**src/rtl/shp_pkg.sv**
```systemverilog
`timescale 1ns / 1ps

package shp_pkg;

	// Widths fixed by the word fields and the register map.
	localparam int SAMPLE_W  = 8;
	localparam int COLS_W    = 11;
	localparam int ROWS_W    = 12;
	localparam int CHAN_W    = 3;
	localparam int APB_DW    = 32;
	localparam int APB_AW    = 4;
	localparam int SUM_W     = 12;

	localparam logic [COLS_W-1:0] COLUMNS_RST  = 11'd640;
	localparam logic [ROWS_W-1:0] ROWS_RST     = 12'd480;
	localparam logic [CHAN_W-1:0] CHANNELS_RST = 3'd1;
	localparam int                MIN_COLUMNS  = 3;
	localparam int                MIN_ROWS     = 3;
	localparam logic [SAMPLE_W-1:0] SAMPLE_MAX = 8'd255;

	typedef enum logic [1:0] {
		REG_COLUMNS  = 2'd0,
		REG_ROWS     = 2'd1,
		REG_CHANNELS = 2'd2
	} reg_idx_t;

	typedef enum logic {
		REQ_SAMPLE = 1'b0,
		REQ_FLUSH  = 1'b1
	} req_kind_t;

	// Control from the item stage to the window block.
	typedef struct packed {
		logic update;
		logic interior;
	} win_ctrl_t;

endpackage

```
**src/rtl/shp_window.sv**
```systemverilog
`timescale 1ns / 1ps

module shp_window #(
	parameter int MAX_CHANNELS = 4,
	parameter int PH_W         = 2
) (
	input  logic                         clk,
	input  logic                         arst_n,
	input  shp_pkg::win_ctrl_t           ctrl,
	input  logic [PH_W-1:0]              phase,
	input  logic [shp_pkg::SAMPLE_W-1:0] up2,
	input  logic [shp_pkg::SAMPLE_W-1:0] up1,
	input  logic [shp_pkg::SAMPLE_W-1:0] cur,
	output logic [shp_pkg::SAMPLE_W-1:0] value
);
	import shp_pkg::*;

	// Per channel: the three rows of the previous pixel column and the
	// middle row of the column before that.
	logic [SAMPLE_W-1:0] near_top_q [MAX_CHANNELS];
	logic [SAMPLE_W-1:0] near_mid_q [MAX_CHANNELS];
	logic [SAMPLE_W-1:0] near_bot_q [MAX_CHANNELS];
	logic [SAMPLE_W-1:0] far_mid_q  [MAX_CHANNELS];

	logic [SAMPLE_W+2:0]      centre_x5;
	logic [SAMPLE_W+1:0]      neighbours;
	logic signed [SUM_W-1:0]  diff;

	always_ff @(posedge clk or negedge arst_n) begin
		if (!arst_n) begin
			for (int i = 0; i < MAX_CHANNELS; i++) begin
				near_top_q[i] <= '0;
				near_mid_q[i] <= '0;
				near_bot_q[i] <= '0;
				far_mid_q[i]  <= '0;
			end
		end else if (ctrl.update) begin
			far_mid_q[phase]  <= near_mid_q[phase];
			near_top_q[phase] <= up2;
			near_mid_q[phase] <= up1;
			near_bot_q[phase] <= cur;
		end
	end

	always_comb begin
		centre_x5  = {1'b0, near_mid_q[phase], 2'b00} + {3'b000, near_mid_q[phase]};
		neighbours = {2'b00, far_mid_q[phase]} + {2'b00, up1}
			+ {2'b00, near_top_q[phase]} + {2'b00, near_bot_q[phase]};
		diff = $signed({1'b0, centre_x5}) - $signed({2'b00, neighbours});
		priority if (!ctrl.interior || diff < 0) begin
			value = '0;
		end else if (diff > $signed({4'b0000, SAMPLE_MAX})) begin
			value = SAMPLE_MAX;
		end else begin
			value = diff[SAMPLE_W-1:0];
		end
	end

endmodule

```
**config.mk**
```make
export PLATFORM = sky130hd
export DESIGN_NAME = shp_window
export DESIGN_NICKNAME = d
export VERILOG_FILES = /design/src/rtl/shp_pkg.sv /design/src/rtl/shp_window.sv
export SDC_FILE = /design/constraint.sdc
export NUM_CORES = 1
export LEC_CHECK = 0
export ABC_AREA = 0
export BUFFER_PORTS_ARGS = -buffer_cell sky130_fd_sc_hd__buf_2
export CORE_MARGIN = 10
export CORE_UTILIZATION = 60
export CTS_BUF_LIST = sky130_fd_sc_hd__clkbuf_4 sky130_fd_sc_hd__clkbuf_8
export DETAILED_ROUTE_END_ITERATION = 10
export MAX_ROUTING_LAYER = met4
export PLACE_DENSITY = 0.76
export SYNTH_ARGS = -nofsm -noshare
export SYNTH_HDL_FRONTEND = slang
export SYNTH_SLANG_ARGS = --single-unit
```
**constraint.sdc**
```tcl
create_clock -name clk -period 5.7 [get_ports clk]
set_clock_uncertainty 0.1 [all_clocks]
set_input_delay 0.285 -clock clk [delete_from_list [all_inputs] [get_ports clk]]
set_output_delay 0.285 -clock clk [all_outputs]
set_load 0.01 [all_outputs]
```
==> results of run 1 <==
==> stage by stage <==
stage          area [um2]  instances
6_report             7824        727
5_1_grt              7821        726
4_1_cts              7816        726
3_5_place_dp         7239        681
3_3_place_gp         7239        681
2_1_floorplan        6879        513
==> Yosys cell counts <==
cell type / count / area share (%)
and2_0: 1 / 0.091
ha_1: 15 / 2.7
mux2i_1: 1 / 0.15
a211oi_1: 1 / 0.11
o21ai_2: 1 / 0.13
nor2_1: 3 / 0.16
nand2_1: 31 / 1.7
xor2_1: 4 / 0.51
buf_1: 6 / 0.33
mux4_2: 32 / 10
a21o_2: 1 / 0.13
buf_2: 8 / 0.58
a311oi_2: 1 / 0.22
fa_1: 30 / 8.7
xnor2_1: 6 / 0.76
o21ai_0: 29 / 2.1
o211ai_2: 1 / 0.18
o21bai_1: 1 / 0.11
a31oi_1: 1 / 0.091
mux2_2: 101 / 17
inv_1: 70 / 3.8
a211oi_4: 1 / 0.29
and3_1: 1 / 0.091
a21oi_1: 15 / 1.1
nand3_1: 2 / 0.15
buf_4: 1 / 0.11
o221a_2: 1 / 0.16
nand4_1: 1 / 0.091
dfrtp_1: 128 / 47
a211oi_2: 1 / 0.18
o31ai_1: 3 / 0.33
o41a_1: 1 / 0.16
nand3b_1: 2 / 0.22
nand2b_1: 1 / 0.091
clkbuf_1: 8 / 0.44
a21o_1: 2 / 0.22
nor3b_2: 1 / 0.18
==> metal layers <==
layer  vias up  global-route usage, %  part of all wire (%)
li1       1889                      -                     -
met1      2188                  21.97                    43
met2        76                  32.08                    52
met3        26                  5.045                   3.5
met4         0                  7.904                   2.1
met5         -                      -                     0
==> registers in the layout (all words and copies together), names as in the netlist <==
signal	flops
far_mid_q	32
near_bot_q	32
near_mid_q	32
near_top_q	32
==> worst reg2reg max path, delay by kind of cell (launching register included) <==
kind	cells	cell delay (ps)
flip-flops	1	380
multiplexers	2	930
==> layout make-up <==
class,count,area share [%]
Antenna cell,1,0.03198
Clock buffer,20,3.278
Clock inverter,12,2.431
Inverter,70,3.358
Multi-Input combinational cell,292,42.56
Sequential cell,128,40.94
Tap cell,143,2.287
Timing Repair Buffer,61,5.118
==> kinds of logic after synthesis <==
group                    synth area share, %
XOR/XNOR                               1.273
adder cells (fa/ha/maj)                11.46
AO/OA/AOI/OAI                          5.511
multiplexers                           27.16
AND/OR/NAND/NOR                        2.765
buffers and inverters                  5.275
flip-flops                             46.56
==> repair_timing <==
| item | CTS | global route |
|---|---|---|
| hold buffers | 13 | 0 |
| setup endpoints to repair | 0 | 8 |
| hold endpoints to repair | 72 | 0 |
| resized for setup | 0 | 1 |
==> worst max path at each step <==
stage | end | start | slack [ps]
after floorplan | value[0] | phase[0] | 320
after global placement | value[0] | phase[0] | 450
after detailed placement | value[4] | phase[0] | 270
after CTS | value[4] | near_top_q[1]$_DFFE_PN0P_ | 190
after global routing | value[6] | near_top_q[1]$_DFFE_PN0P_ | 2
final | value[4] | near_top_q[1]$_DFFE_PN0P_ | 250
==> qor.yml, run 1 <==
sta:
  setup_tns_ps: 0
  max_freq_mhz: 183.6
  period_share_pct: 95.53
  worst_slew_pin_slew_ps: 1116
  grt_setup_unrepaired: "false"
  setup_slack_ps: 254.7
  fin_crit_ps: 5445
  finalMaxSlewViolations: 0
  whs_ps: 22.81
  hold_violations: 0
  setup_viol: 0
  slew_headroom_pct: 25.58
floorplan:
  start_util_pct: 60.76
  die-area_mm2: 0.01615
  rows: 39
  coreArea_mm2: 0.01132
  io_pins: 38
  die_w_um: 127.1
  die_h_um: 127.1
routing:
  wl_mm: 14.42
  remaining_drc_errors: 0
  drt_iter0_markers: 209
  wl_per_cell_um: 19.84
  avgViaCountPerCell: 5.748
  antenna_violating_nets_post_route: 0
  first_pass_iters: 5
  via_count: 4179
outcome:
  status: "complete, no violations"
worst_setup_path:
  crit_path_max_fanout: 8
  crit_family: "adder cells"
  reg2reg_slack_ps: 4170
  cp_slowest_cell: "fa_1"
  cp_cell_sequence: "mux4_2 > fa_1 > inv_1 > fa_1 > inv_1 > fa_1 > inv_1 > fa_1 > a211oi_2 > o21ai_2 > o31ai_2 > xnor2_1 > a211oi_4 > a21oi_1 > buf_2"
  critPathBufInv: 4
  crit_path_start_kind: "flip-flop"
  worst-setup-path-type: "flip-flop to output port"
  rr_worst_depth: 2
  cp_slowest_stage_delay_ps: 540
  cp.required_ps: 5320
  timing.rr.end: "far_mid_q[0]$_DFFE_PN0P_"
  worstSetupPathDepth: 15
  r2r-start: "near_mid_q[0]$_DFFE_PN0P_"
  end_kind: "output port"
  cp_common_cell: "fa_1"
  worst-endpoint-arrival_ps: 5060
place:
  detailedPlace.worstSlack_ps: 266.0
  dp_hpwl_mm: 10.25
  globalplace.congestion: 0.8386
  io_buffers: 37
finish:
  seq_area_mm2: 0.003203
  fin_nets: 645
  mostFrequentLayoutCell: "dfrtp_1"
  fillers: 779
  drive_gt1_share_pct: 38.25
  multi_input_area_mm2: 0.003329
  area_growth_pct: 13.73
  mostFrequentLayoutCells: "128 x dfrtp_1, 101 x mux2_2, 70 x inv_1"
  finish.utilization_pct: 69.11
worst_hold_path:
  hold_end: "near_mid_q[24]$_DFFE_PN0P_"
  min_delay_path_depth: 2
  hold_path_class: "input port to flip-flop"
  min_from: "up1[0]"
logic_synthesis:
  synth_cell_types: 37
  netlist_instances: 513
  synth_seq_cells: 128
  syn-num-nets: 588
  synthesis.area_mm2: 0.006879
  avgSynthCellArea_um2: 13.41
  synth_warnings: 0
  yosysSeqAreaShare_pct: 46.56
clock_tree:
  cts_made_buffers: 17
  root_buffer: "clkbuf_8"
  post_cts_buffers: 0
  clockBufferDepth: 2
  h-tree-depth: 4
  clk_pin_slew_ps: 70
  cts_tree: "built"
  cts.sinks: 128
  clk_latency_ps: 450
grt:
  grt_max_degree: 85
  track_usage_pct: 19.35
  antenna_found_initial: 0
  grt_overflow_total: 0
  grt_pass1_vias: 4688
  grt_pass1_wl_mm: 24.14
flow_run:
  drv_cap: 0
Power of run 1 is not shown: default switching activity piles up to over one toggle a cycle in this logic, so the estimate is an artifact.
==> run 2: changes to the inputs <==
--- a/config.mk
+++ b/config.mk
@@ -8,11 +8,11 @@
 export ABC_AREA = 0
 export BUFFER_PORTS_ARGS = -buffer_cell sky130_fd_sc_hd__buf_2
 export CORE_MARGIN = 10
-export CORE_UTILIZATION = 60
+export CORE_UTILIZATION = 57
 export CTS_BUF_LIST = sky130_fd_sc_hd__clkbuf_4 sky130_fd_sc_hd__clkbuf_8
 export DETAILED_ROUTE_END_ITERATION = 10
 export MAX_ROUTING_LAYER = met4
-export PLACE_DENSITY = 0.76
+export PLACE_DENSITY = 0.75
 export SYNTH_ARGS = -nofsm -noshare
 export SYNTH_HDL_FRONTEND = slang
 export SYNTH_SLANG_ARGS = --single-unit
==> constraint.sdc (replaced) <==
create_clock -name clk -period 4.52 [get_ports clk]
set_clock_uncertainty 0.1 [all_clocks]
set_input_delay 0.226 -clock clk [delete_from_list [all_inputs] [get_ports clk]]
set_output_delay 0.226 -clock clk [all_outputs]
set_load 0.01 [all_outputs]
==> run 2 against run 1 <==
Net effect: the run now ends with negative setup slack left; die area rose by 4.4%; utilization is 1.0 points higher; setup slack got worse by 800 ps; critical path depth is 1 higher; sequential share of layout area fell by 2.6 points; hold slack got worse by 3.5 ps; global-route usage is 0.34 points lower; non-clock buffer count increased by 48; wire length fell by 0.81%; critical endpoint is now value[1].
==> qor.yml, run 2 (same netlist as run 1, synthesis figures left out) <==
sta:
  finalMaxSlewViolations: 0  # unchanged
  hold_violations: 0  # unchanged
  slew_headroom_pct: 28.70  # +3.1 points
  setup_slack_ps: -547.2  # -801.9 ps
  setup_viol: 8  # +8
  period_share_pct: 112.1
  worst_slew_pin_slew_ps: 1069  # -46.80 ps
  fin_crit_ps: 5067
  max_freq_mhz: 197.3
  grt_setup_unrepaired: "true"
place:
  placed_cell_area_mm2: 0.007650  # +5.7%
  globalplace.congestion: 0.8694  # +3.7%
  io_buffers: 37  # unchanged
  detailedPlace.worstSlack_ps: -435.8  # -701.7 ps
  dp_hpwl_mm: 10.03  # -2.2%
grt:
  track_usage_pct: 19.01  # -0.34 points
  grt_max_degree: 82  # -3.5%
  grt_pass1_vias: 4946  # +5.5%
  grt_overflow_total: 0  # unchanged
  antenna_found_initial: 0  # unchanged
  grt_pass1_wl_mm: 24.39  # +1.0%
worst_setup_path:
  crit_start: "near_top_q[9]$_DFFE_PN0P_"
  crit_path_end: "value[1]"
  worst-endpoint-arrival_ps: 4740  # -320 ps
  reg2reg_slack_ps: 2910  # -1260 ps
  end_kind: "output port"
  cp.required_ps: 4190  # -1130 ps
  r2r-start: "near_mid_q[29]$_DFFE_PN0P_"
  rr_worst_depth: 3  # +1
  worst-setup-path-type: "flip-flop to output port"
  crit_path_max_fanout: 8  # unchanged
  crit_path_start_kind: "flip-flop"
  timing.rr.end: "far_mid_q[5]$_DFFE_PN0P_"
finish:
  num_antenna_cells: 0  # -1
  drive_gt1_share_pct: 45.24  # +7.0 points
  fin_nets: 693  # +7.4%
  mostFrequentLayoutCells: "128 x dfrtp_1, 101 x mux2_2, 68 x inv_1"
  mostFrequentLayoutCell: "dfrtp_1"
  final_area_mm2: 0.008352  # +6.7%
  area_growth_pct: 21.41
clock_tree:
  clockBufferDepth: 2  # unchanged
  cts_tree: "built"
  cts_made_buffers: 17  # unchanged
  clk_latency_ps: 440  # about the same
  cts.sinks: 128  # unchanged
  root_buffer: "clkbuf_8"
  clk_pin_slew_ps: 70  # about the same
  h-tree-depth: 4  # unchanged
outcome:
  violations: "negative setup slack"
  status: "finished with violations"
floorplan:
  die-area_mm2: 0.01686  # +4.4%
  coreArea_mm2: 0.01191  # +5.2%
  die_w_um: 129.9  # +2.2%
  start_util_pct: 57.75  # -3.0 points
  rows: 40  # +2.6%
  io_pins: 38  # unchanged
  die_h_um: 129.9  # +2.2%
routing:
  wl_per_cell_um: 18.41  # -7.2%
  first_pass_iters: 4  # -1
  avgViaCountPerCell: 5.584  # -2.9%
  wl_mm: 14.30  # -0.81%
  drt_iter0_markers: 224  # +7.2%
  via_count: 4339  # +3.8%
  antenna_violating_nets_post_route: 0  # unchanged
  remaining_drc_errors: 0  # unchanged
worst_hold_path:
  hold_path_class: "input port to flip-flop"
flow_run:
  drv_cap: 0  # unchanged
run 2: layout make-up:
cell class / instances / area [um2]
repair buffers: 109 / 843.3
flip-flops and latches: 128 / 3203
fillers: 832 / 3560
clock buffers: 20 / 275.3
well taps: 147 / 183.9
inverters: 70 / 262.8
multi-input cells: 292 / 3453
clock inverters: 11 / 130.1
run 2: metal layers:
metal	global-route usage [%]	vias to the layer above	routed length [um]
met5	-	-	0
met4	5.225	0	165
met3	4.219	13	537
met2	32.35	83	7566
met1	22.42	2254	6034
li1	-	1989	-
run 2: per-stage QoR:
step	TNS (ps)	instances	hold slack [ps]	utilization, %
after floorplan	-1366	513	-169.6	-
after global routing	-5605	777	0.5995	70.12
after CTS	-4906	775	0.8459	69.52
after detailed placement	-3448	721	356.1	64.22
final	-4327	777	19.27	70.12
after global placement	-2593	721	342.8	64.22
run 2: how the worst min path moves through the flow:
stage | cells after the start | to | slack [ps] | start
after floorplan | 0 | far_mid_q[0]$_DFFE_PN0P_ | -170 | arst_n
after global routing | 2 | near_mid_q[9]$_DFFE_PN0P_ | 0.6 | up1[1]
after global placement | 1 | near_top_q[16]$_DFFE_PN0P_ | 340 | arst_n
after detailed placement | 1 | near_top_q[16]$_DFFE_PN0P_ | 360 | arst_n
final | 2 | near_mid_q[9]$_DFFE_PN0P_ | 20 | up1[1]
after CTS | 2 | near_mid_q[9]$_DFFE_PN0P_ | 0.8 | up1[1]
run 2: worst max-delay path: stages (launching register included):
cell	delay [ps]
dfrtp_1	390
mux4_2	490
fa_1	570
inv_1	60
fa_1	510
inv_2	50
fa_1	490
inv_2	50
fa_2	360
a211oi_2	240
o21ai_2	130
o31ai_2	210
xnor2_1	140
a211oi_4	260
buf_12	160
a21oi_2	50
buf_2	150
run 2: repair_timing:
item,4_1_cts,5_1_grt
setup endpoints to repair,8,8
pin swaps,0,4
buffers inserted,2,2
hold buffers,21,0
endpoints found under the hold margin,151,0
gates resized for setup,1,10
Power of run 2 is left out for the same reason.
